[config.mk]
export PLATFORM = sky130hd
export DESIGN_NAME = periodic_timer_table
export DESIGN_NICKNAME = d
export VERILOG_FILES = /design/src/ptt_pkg.sv /design/src/periodic_timer_table.sv /design/src/ptt_ram.sv /design/src/ptt_div1000.sv
export SDC_FILE = /design/constraint.sdc
export NUM_CORES = 2
export LEC_CHECK = 0
export BUFFER_PORTS_ARGS = -buffer_cell sky130_fd_sc_hd__buf_2
export CORE_MARGIN = 5
export CORE_UTILIZATION = 50
export CTS_CLUSTER_DIAMETER = 60
export DETAILED_ROUTE_END_ITERATION = 16
export PLACE_DENSITY = 0.64
export SLEW_MARGIN = 20
export SYNTH_ARGS = -nofsm -noshare
export SYNTH_HDL_FRONTEND = slang
export SYNTH_HIERARCHICAL = 1
export SYNTH_SLANG_ARGS = --single-unit
[constraint.sdc]
create_clock -name clk -period 24.9 [get_ports clk]
set_input_delay 1.245 -clock clk [delete_from_list [all_inputs] [get_ports clk]]
set_output_delay 1.245 -clock clk [all_outputs]
set_load 0.01 [all_outputs]
[src/ptt_pkg.sv]
// Shared types, constants and helper functions for the periodic timer table.
package ptt_pkg;

  localparam int NUM_TIMERS = 16;
  localparam int TIME_WIDTH = 48;
  localparam int IDX_W      = (NUM_TIMERS > 1) ? $clog2(NUM_TIMERS) : 1;

  localparam int NOW_W    = 48;
  localparam int MS_W     = 32;
  localparam int REPS_W   = 16;
  localparam int LATE_W   = 39;
  localparam int REM_W    = 48;
  localparam int PROD_W   = 42;
  localparam int MS_TO_US = 1000;

  // Wide enough for any sum of a time value and a period, plus a carry.
  localparam int WIDE_W = ((TIME_WIDTH > PROD_W) ? TIME_WIDTH : PROD_W) + 1;
  localparam int NOWX_W = (TIME_WIDTH > NOW_W) ? TIME_WIDTH : NOW_W;

  // Divide-by-1000 unit: one hex digit of the dividend per cycle.
  localparam int DIV_DIGITS = (TIME_WIDTH + 3) / 4;
  localparam int DIV_W      = DIV_DIGITS * 4;
  localparam int DREM_W     = 10;
  localparam int DCNT_W     = $clog2(DIV_DIGITS + 1);
  localparam int LCMP_W     = (DIV_W > LATE_W) ? DIV_W : LATE_W;
  localparam int RCMP_W     = (TIME_WIDTH > REM_W) ? TIME_WIDTH : REM_W;

  localparam logic [TIME_WIDTH-1:0] TIME_MAX = {TIME_WIDTH{1'b1}};
  localparam logic [LATE_W-1:0]     LATE_MAX = {LATE_W{1'b1}};
  localparam logic [REM_W-1:0]      REM_MAX  = {REM_W{1'b1}};

  // Command codes.
  localparam logic [2:0] A_ADD    = 3'd0;
  localparam logic [2:0] A_MODIFY = 3'd1;
  localparam logic [2:0] A_REMOVE = 3'd2;
  localparam logic [2:0] A_SCAN   = 3'd3;
  localparam logic [2:0] A_QUERY  = 3'd4;

  // Result codes.
  localparam logic [2:0] K_ADDED    = 3'd0;
  localparam logic [2:0] K_REJECTED = 3'd1;
  localparam logic [2:0] K_FIRED    = 3'd2;
  localparam logic [2:0] K_DEADLINE = 3'd3;
  localparam logic [2:0] K_NONE     = 3'd4;
  localparam logic [2:0] K_DONE     = 3'd5;

  typedef struct packed {
    logic [2:0]        action;
    logic [NOW_W-1:0]  now_us;
    logic [3:0]        slot;
    logic [MS_W-1:0]   timeout_ms;
    logic [REPS_W-1:0] repeat_count;
  } cmd_t;

  typedef struct packed {
    logic [2:0]        kind;
    logic [3:0]        out_slot;
    logic [LATE_W-1:0] late_ms;
    logic [REM_W-1:0]  remaining_us;
    logic              last;
  } rsp_t;

  typedef struct packed {
    logic [TIME_WIDTH-1:0] period;
    logic [TIME_WIDTH-1:0] deadline;
    logic [REPS_W-1:0]     repeats;
  } entry_t;

  localparam int ENTRY_W = $bits(entry_t);

  function automatic logic [TIME_WIDTH-1:0] to_time(input logic [NOW_W-1:0] t);
    logic [NOWX_W-1:0] ext;
    ext = NOWX_W'(t);
    return ext[TIME_WIDTH-1:0];
  endfunction

  function automatic rsp_t make_rsp(input logic [2:0] kind, input logic [3:0] s,
                                    input logic [LATE_W-1:0] late,
                                    input logic [REM_W-1:0] rem, input logic last);
    rsp_t r;
    r.kind         = kind;
    r.out_slot     = s;
    r.late_ms      = late;
    r.remaining_us = rem;
    r.last         = last;
    return r;
  endfunction

endpackage

[src/periodic_timer_table.sv]
// Top level of the periodic timer table: command sequencer around the entry RAM.
//
//  Channel  | Ports                       | Transfer
//  ---------+-----------------------------+------------------------------------------
//  command  | start, busy, cmd            | at a rising edge with start high, busy low
//  result   | rsp_strobe, rsp             | one cycle per result, cannot be held off
//  config   | cfg_write, cfg_data         | at a rising edge with cfg_write high
//
// Add and modify commands give their result from the check state, remove and unknown
// commands from the prep state. A scan or query walks the entry RAM at one slot per
// cycle, but a scan waits in the divide state while the divide-by-1000 unit handles
// each fired timer. A scan while stopped ends with no result; results are never stalled.
// Reset is synchronous: it clears the live and removed marks, the stopped bit and the
// sequencer. The entry RAM is not cleared since only live slots are ever read.
module periodic_timer_table (
  input  logic          clk,
  input  logic          rst,
  input  logic          start,
  output logic          busy,
  input  ptt_pkg::cmd_t cmd,
  output logic          rsp_strobe,
  output ptt_pkg::rsp_t rsp,
  input  logic          cfg_write,
  input  logic          cfg_data
);
  import ptt_pkg::*;

  localparam logic [2:0] S_IDLE  = 3'd0;
  localparam logic [2:0] S_PREP  = 3'd1;
  localparam logic [2:0] S_CHECK = 3'd2;
  localparam logic [2:0] S_WALK  = 3'd3;
  localparam logic [2:0] S_DIV   = 3'd4;
  localparam logic [2:0] S_END   = 3'd5;

  logic [2:0]            state;
  cmd_t                  req;
  logic [PROD_W-1:0]     period_r;
  logic [IDX_W-1:0]      idx;
  logic                  any_seen;
  logic [TIME_WIDTH-1:0] best;
  logic [NUM_TIMERS-1:0] live;
  logic [NUM_TIMERS-1:0] removed;
  logic                  stopped;

  // Entry RAM port signals.
  logic                  ram_we;
  logic [IDX_W-1:0]      ram_waddr;
  entry_t                ram_wdata;
  logic [IDX_W-1:0]      ram_raddr;
  logic [ENTRY_W-1:0]    ram_rdata;
  entry_t                rd;

  // Divider signals.
  logic                  div_go;
  logic                  div_done;
  logic [DIV_W-1:0]      div_quot;
  logic [TIME_WIDTH-1:0] late_diff;

  // Decoded request and arithmetic.
  logic [TIME_WIDTH-1:0] now_t;
  logic                  slot_ok;
  logic [IDX_W-1:0]      slot_idx;
  logic [WIDE_W-1:0]     new_sum;
  logic                  new_fits;
  logic [WIDE_W-1:0]     rearm_sum;
  logic [TIME_WIDTH-1:0] rearm_dl;
  logic                  fire;
  logic                  last_idx;
  logic                  free_found;
  logic [IDX_W-1:0]      free_idx;
  logic [LCMP_W-1:0]     quot_wide;
  logic [LATE_W-1:0]     late_sat;
  logic [TIME_WIDTH-1:0] rem_diff;
  logic [RCMP_W-1:0]     rem_wide;
  logic [REM_W-1:0]      rem_sat;

  assign busy     = (state != S_IDLE);
  assign rd       = entry_t'(ram_rdata);
  assign now_t    = to_time(req.now_us);
  assign slot_ok  = (32'(req.slot) < NUM_TIMERS);
  assign slot_idx = IDX_W'(req.slot);
  assign last_idx = (idx == IDX_W'(NUM_TIMERS - 1));

  // A new deadline fits when now plus the period stays within the time range.
  assign new_sum   = WIDE_W'(now_t) + WIDE_W'(period_r);
  assign new_fits  = (new_sum <= WIDE_W'(TIME_MAX));
  assign rearm_sum = WIDE_W'(now_t) + WIDE_W'(rd.period);
  assign rearm_dl  = (rearm_sum <= WIDE_W'(TIME_MAX)) ? rearm_sum[TIME_WIDTH-1:0] : TIME_MAX;

  // A slot fires when it is live, not removed and its deadline has passed.
  assign fire      = live[idx] && !removed[idx] && (rd.deadline <= now_t);
  assign late_diff = now_t - rd.deadline;
  assign div_go    = (state == S_WALK) && (req.action == A_SCAN) && fire;

  // Lowest free slot for an add.
  always_comb begin
    free_found = 1'b0;
    free_idx   = '0;
    for (int i = NUM_TIMERS - 1; i >= 0; i--) begin
      if (!live[i]) begin
        free_found = 1'b1;
        free_idx   = IDX_W'(i);
      end
    end
  end

  // Saturation of the late and remaining times to their field widths.
  always_comb begin
    quot_wide = LCMP_W'(div_quot);
    late_sat  = (quot_wide > LCMP_W'(LATE_MAX)) ? LATE_MAX : quot_wide[LATE_W-1:0];
    rem_diff  = best - now_t;
    rem_wide  = RCMP_W'(rem_diff);
    if ((|(live & removed)) || (best <= now_t)) begin
      rem_sat = '0;
    end else if (rem_wide > RCMP_W'(REM_MAX)) begin
      rem_sat = REM_MAX;
    end else begin
      rem_sat = rem_wide[REM_W-1:0];
    end
  end

  // The read port always looks one slot ahead during a walk, so the next slot's
  // entry is ready in the cycle after the current one is done.
  always_comb begin
    ram_we    = 1'b0;
    ram_waddr = idx;
    ram_wdata = rd;
    ram_raddr = idx + 1'b1;
    unique case (state)
      S_PREP: begin
        ram_raddr = (req.action == A_MODIFY) ? slot_idx : '0;
      end
      S_CHECK: begin
        ram_raddr = idx;
        if (req.action == A_ADD) begin
          ram_we    = free_found && new_fits;
          ram_waddr = free_idx;
          ram_wdata = '{period: TIME_WIDTH'(period_r),
                        deadline: new_sum[TIME_WIDTH-1:0],
                        repeats: req.repeat_count};
        end else begin
          ram_we    = slot_ok && live[slot_idx] && !removed[slot_idx] && new_fits;
          ram_waddr = slot_idx;
          ram_wdata = '{period: TIME_WIDTH'(period_r),
                        deadline: new_sum[TIME_WIDTH-1:0],
                        repeats: rd.repeats};
        end
      end
      S_WALK: begin
        if (div_go) begin
          ram_we    = 1'b1;
          ram_wdata = '{period: rd.period,
                        deadline: rearm_dl,
                        repeats: (rd.repeats != '0) ? rd.repeats - 1'b1 : rd.repeats};
        end
      end
      S_IDLE, S_DIV, S_END: begin
      end
      default: begin
      end
    endcase
  end

  always_ff @(posedge clk) begin
    rsp_strobe <= 1'b0;
    if (rst) begin
      state      <= S_IDLE;
      live       <= '0;
      removed    <= '0;
      stopped    <= 1'b0;
      idx        <= '0;
      any_seen   <= 1'b0;
    end else begin
      if (cfg_write) begin
        stopped <= cfg_data;
      end
      case (state)
        S_IDLE: begin
          if (start) begin
            req   <= cmd;
            state <= S_PREP;
          end
        end
        S_PREP: begin
          period_r <= PROD_W'(req.timeout_ms) * PROD_W'(MS_TO_US);
          idx      <= '0;
          any_seen <= 1'b0;
          unique case (req.action)
            A_ADD, A_MODIFY: begin
              state <= S_CHECK;
            end
            A_REMOVE: begin
              if (slot_ok && live[slot_idx]) begin
                removed[slot_idx] <= 1'b1;
              end
              rsp_strobe <= 1'b1;
              rsp        <= make_rsp(K_DONE, 4'd0, '0, '0, 1'b1);
              state      <= S_IDLE;
            end
            A_SCAN: begin
              state <= stopped ? S_IDLE : S_WALK;
            end
            A_QUERY: begin
              if (stopped || !(|live)) begin
                rsp_strobe <= 1'b1;
                rsp        <= make_rsp(K_NONE, 4'd0, '0, '0, 1'b1);
                state      <= S_IDLE;
              end else begin
                state <= S_WALK;
              end
            end
            default: begin
              rsp_strobe <= 1'b1;
              rsp        <= make_rsp(K_DONE, 4'd0, '0, '0, 1'b1);
              state      <= S_IDLE;
            end
          endcase
        end
        S_CHECK: begin
          rsp_strobe <= 1'b1;
          state      <= S_IDLE;
          if (req.action == A_ADD) begin
            if (free_found && new_fits) begin
              live[free_idx]    <= 1'b1;
              removed[free_idx] <= 1'b0;
              rsp <= make_rsp(K_ADDED, 4'(free_idx), '0, '0, 1'b1);
            end else begin
              rsp <= make_rsp(K_REJECTED, 4'd0, '0, '0, 1'b1);
            end
          end else begin
            rsp <= make_rsp(K_DONE, 4'd0, '0, '0, 1'b1);
          end
        end
        S_WALK: begin
          if (req.action == A_SCAN) begin
            if (fire) begin
              if (rd.repeats == REPS_W'(1)) begin
                removed[idx] <= 1'b1;
              end
              state <= S_DIV;
            end else begin
              idx   <= idx + 1'b1;
              state <= last_idx ? S_END : S_WALK;
            end
          end else begin
            if (live[idx] && (!any_seen || (rd.deadline < best))) begin
              best     <= rd.deadline;
              any_seen <= 1'b1;
            end
            idx   <= idx + 1'b1;
            state <= last_idx ? S_END : S_WALK;
          end
        end
        S_DIV: begin
          if (div_done) begin
            rsp_strobe <= 1'b1;
            rsp        <= make_rsp(K_FIRED, 4'(idx), late_sat, '0, 1'b0);
            idx        <= idx + 1'b1;
            state      <= last_idx ? S_END : S_WALK;
          end
        end
        S_END: begin
          rsp_strobe <= 1'b1;
          state      <= S_IDLE;
          if (req.action == A_SCAN) begin
            // Retire every slot that was removed, by command or by its last firing.
            live    <= live & ~removed;
            removed <= removed & ~live;
            rsp     <= make_rsp(K_DONE, 4'd0, '0, '0, 1'b1);
          end else begin
            rsp <= make_rsp(K_DEADLINE, 4'd0, '0, rem_sat, 1'b1);
          end
        end
        default: begin
          state <= S_IDLE;
        end
      endcase
    end
  end

  ptt_ram #(
    .WIDTH (ENTRY_W),
    .DEPTH (NUM_TIMERS)
  ) u_entry_ram (
    .clk   (clk),
    .we    (ram_we),
    .waddr (ram_waddr),
    .wdata (ram_wdata),
    .raddr (ram_raddr),
    .rdata (ram_rdata)
  );

  ptt_div1000 u_div (
    .clk      (clk),
    .rst      (rst),
    .go       (div_go),
    .dividend (late_diff),
    .done     (div_done),
    .quotient (div_quot)
  );

`ifndef SYNTHESIS
  // A slot can only be marked removed while it is live.
  assert property (@(posedge clk) disable iff (rst) (removed & ~live) == '0)
    else $error("removed mark set on a slot that is not live");

  // The final result of a command is shown as the sequencer returns to idle.
  assert property (@(posedge clk) disable iff (rst) rsp_strobe && rsp.last |-> !busy)
    else $error("last result shown while still busy");

  // Results that are not last come only from a scan still in progress.
  assert property (@(posedge clk) disable iff (rst)
                   rsp_strobe && !rsp.last |-> busy && (rsp.kind == K_FIRED))
    else $error("non-final result outside a scan");

  // The divider is only started from the walk, never while a division is pending.
  assert property (@(posedge clk) disable iff (rst) div_go |=> (state == S_DIV))
    else $error("divider started without waiting for it");
`endif

endmodule

[src/ptt_ram.sv]
// Generic single-write, single-read synchronous RAM with registered read data.
module ptt_ram #(
  parameter int WIDTH = 8,
  parameter int DEPTH = 16
) (
  input  logic                                     clk,
  input  logic                                     we,
  input  logic [((DEPTH > 1) ? $clog2(DEPTH) : 1)-1:0] waddr,
  input  logic [WIDTH-1:0]                         wdata,
  input  logic [((DEPTH > 1) ? $clog2(DEPTH) : 1)-1:0] raddr,
  output logic [WIDTH-1:0]                         rdata
);

  logic [WIDTH-1:0] mem [DEPTH];

  always_ff @(posedge clk) begin
    if (we) begin
      mem[waddr] <= wdata;
    end
    rdata <= mem[raddr];
  end

endmodule

[src/ptt_div1000.sv]
// Sequential divide-by-1000 unit, one hex digit of the quotient per cycle.
module ptt_div1000 (
  input  logic                             clk,
  input  logic                             rst,
  input  logic                             go,
  input  logic [ptt_pkg::TIME_WIDTH-1:0]   dividend,
  output logic                             done,
  output logic [ptt_pkg::DIV_W-1:0]        quotient
);
  import ptt_pkg::*;

  logic              running;
  logic [DCNT_W-1:0] cnt;
  logic [DIV_W-1:0]  num;
  logic [DREM_W-1:0] rem;
  logic [13:0]       partial;
  logic [3:0]        qd;
  logic [13:0]       rem_next;

  // Partial remainder times sixteen plus the next digit stays below 16000.
  always_comb begin
    partial = {rem, num[DIV_W-1 -: 4]};
    qd = 4'd0;
    for (int k = 1; k < 16; k++) begin
      if (partial >= 14'(k * MS_TO_US)) begin
        qd = 4'(k);
      end
    end
    rem_next = partial - 14'(qd) * 14'(MS_TO_US);
  end

  always_ff @(posedge clk) begin
    done <= 1'b0;
    if (rst) begin
      running <= 1'b0;
      cnt     <= '0;
    end else if (go) begin
      running <= 1'b1;
      cnt     <= DCNT_W'(DIV_DIGITS);
      num     <= DIV_W'(dividend);
      rem     <= '0;
    end else if (running) begin
      rem      <= rem_next[DREM_W-1:0];
      num      <= num << 4;
      quotient <= {quotient[DIV_W-5:0], qd};
      cnt      <= cnt - 1'b1;
      if (cnt == DCNT_W'(1)) begin
        running <= 1'b0;
        done    <= 1'b1;
      end
    end
  end

endmodule
==> run metrics <==
Post-Syn Area 106000 um2; power density cells 83.5 nW/um2; Yosys cell types 98; Async SR Flop Fraction 0%; worst setup slack after layout 17.98 ns; Hold Crit Class reg -> reg; fin crit period 6.92 ns; synth top area cells edfxtp_1 62%, mux4_2 9.9%, ha_1 4.0%; # DRC 0; CTS tree built; cts repair resizes 0; Hold WS 0.447 ns; die height 470 um; Skew-Pair Late Insertion Delay 0.91 ns; Final Hold Viols 0; Max Slew Vio Count 0; fmax 145 MHz; Tcrit/Tclk final 27.8%; Detail Placement HPWL 188000 um; Crit Path Class reg -> reg; worst slew pin tran 1.19 ns; H-tree depth reported by CTS 4; GR Util All Layers 26.0%; IO buf count 204; DRT antenna net count 0; Syn Area/Cell 15.7 um2; Syn. warnings 6; RSZ-0062 raised after global routing false; P_sw 0.00265 W; Critical Path RT 25.36 ns; CTS Sinks 2343; # rows 168; Leakage Power 41.1 nW; clock buffer depth 3; Area growth, synth to finish 12.1%; vias in the first global route 61.9k; pre-CTS setup slack 18.05 ns; clock power share 37.7%; final setup fails 0; cell count after synthesis 6746; Core Area 210000 um2; number of enable flip-flop cells after synthesis 2183; Synth area leader edfxtp_1; status finished, final reports clean; clk root buf clkbuf_16; Comb pwr share 16.4%; total grt overflow 0; Hold Path Stages 0; Yosys top cell area share 62.1%; Starting Density 50.3%; largest net degree at the start of global routing 131; Num CTS Buffers 237; largest fanout on the critical path 44; die extent in x 470 um; Top Ports 205; layout net count 7576; Final Skew 0.0877 ns; wire length per cell 29.1 um; R2R setup slack 17.98 ns; via count 62.5k; TNS Setup 0 ns; DRT iter0 DRCs 7038; Core Util, Final 56.4%; part of the Yosys area used for sequential elements 65.1%; CP arrival 7.38 ns; Post-synth top flop edfxtp_1; DR vias/cell 6.23; Clock Pin Slew Worst Setup and Hold Paths 0.06 ns; Int Pwr 0.00723 W; reg2reg path depth 15; die area 220000 um2; Post-CTS Setup Bufs 0; sequential share of power 45.9%; maxcap violations 0; Net Sw Frac 26.8%; syn nets 7318; synthesized flop and latch total 2343; slew margin rel. 20.4%; final WL 292000 um; Final Power 0.00988 W; critical path launch point type register; Crit. End Element register; GP Congestion 0.964; maximum VDD drop 0.0000772 V; CTS hold repair buffers 0; initial antenna violation count 14; share of layout cells above drive strength 1 18.3%; first-pass GRT wire length 424000 um; drt pass-1 iters 6
==> final cells by class <==
class | instances | area [um2]
tap | 2805 | 3510
clock buffer | 285 | 6250
antenna | 4 | 10.0
sequential | 2343 | 68800
clock inverter | 168 | 2050
fill | 16300 | 91400
multi-input combinational | 3735 | 34400
timing repair buffer | 333 | 2100
inverter | 354 | 1340
==> worst max-delay path, stage by stage (launching register included) <==
cell and delay (ns):
dfxtp_1 0.72, inv_1 0.10, ha_1 0.39, a21oi_1 0.10, o21ai_0 0.33, a211oi_1 0.15, o21ai_0 0.43, o21ai_1 0.28
a21oi_4 0.21, nand2_4 0.10, clkinv_2 0.29, a31o_2 0.32, nand3b_1 0.35, nor2_4 0.95, buf_4 0.85, buf_4 0.81
==> metrics by stage <==
stage,instances,area (um2)
2_1_floorplan,6746,106000
3_3_place_gp,9566,110000
3_5_place_dp,9567,110000
4_1_cts,10000,118000
5_1_grt,10000,118000
6_report,10000,118000
==> power by group through the flow <==
stage	Combinational, W	Clock, W	Sequential (W)
global placement	0.00160	0	0.00462
global route	0.00176	0.00394	0.00454
finish	0.00162	0.00372	0.00454
CTS	0.00162	0.00378	0.00454
floorplan	0.00112	0	0.00458
detailed placement	0.00161	0	0.00462
==> sequential cells by signal (all words and copies together), names as in the netlist <==
| register | count |
|---|---|
| removed | 16 |
| idx | 4 |
| u_entry_ram/mem | 1792 |
| u_div/cnt | 4 |
| any_seen | 1 |
| u_div/quotient | 48 |
| u_entry_ram/rdata | 112 |
| u_div/done | 1 |
| req | 51 |
| u_div/rem | 10 |
| u_div/running | 1 |
| period_r | 39 |
| rsp_strobe | 1 |
| u_div/num | 48 |
| slot_idx | 4 |
| best | 48 |
| now_t | 48 |
| state | 3 |
| stopped | 1 |
| live | 16 |
| rsp | 95 |
==> cells in the mapped netlist, types with 127 or more instances <==
cell      instances
a21oi_1         323
edfxtp_1       2183
fa_1            127
o21ai_0         174
nand2_1         457
a22oi_1         249
clkbuf_1        182
dfxtp_1         160
inv_1           351
xnor2_1         142
ha_1            337
mux4_2          465
a21o_1          130
nor2_1          346
==> kinds of logic after synthesis <==
group,count (synthesis),synth area share (%)
fa+ha+maj,464,6.40
xor+xnor,213,1.77
buf+inv,668,2.66
compound gates,1308,8.20
mux,522,10.5
simple gates,1228,5.33
flops,2343,65.1
==> layer usage <==
| metal | up-vias | routed length [um] | share of wire, % | global-route usage, % |
|---|---|---|---|---|
| met5 | - | 23 | 0.0079 | 0 |
| met4 | 4 | 9870 | 3.4 | 8.17 |
| met3 | 445 | 24900 | 8.5 | 4.68 |
| met2 | 2901 | 135000 | 46 | 40.3 |
| met1 | 32300 | 122000 | 42 | 37.7 |
| li1 | 26900 | - | - | - |
==> cells in the final DEF (no fill, tap or decap), types with 45 or more instances in the layout <==
cell       instances
a22oi_1          249
a21o_1           130
clkinv_2          47
nand3_1           74
xor2_1            71
edfxtp_1        2183
xnor2_1          142
clkbuf_16        238
nand2_1          456
mux2_2            45
o21ai_0          170
nor2b_1           48
ha_1             337
inv_1            350
nor3_1            53
buf_4            119
nand4_1           51
a31oi_1           50
dfxtp_1          159
a21oi_1          305
nand2b_1          46
mux4_2           465
fa_1             127
o22ai_1           56
nor2_1           328
buf_2            205
==> path summary, 6_finish.rpt <==
| kind | startpoint | to |
|---|---|---|
| worst max-delay path | u_entry_ram/rdata[33] | u_entry_ram/mem[6][105] |
| worst min-delay path | u_div/quotient[19] | u_div/quotient[23] |
| worst max register to register | u_entry_ram/rdata[33] | u_entry_ram/mem[6][105] |
| worst min register to register | u_div/quotient[19] | u_div/quotient[23] |
No activity file was read; power rests on OpenSTA's default activity.
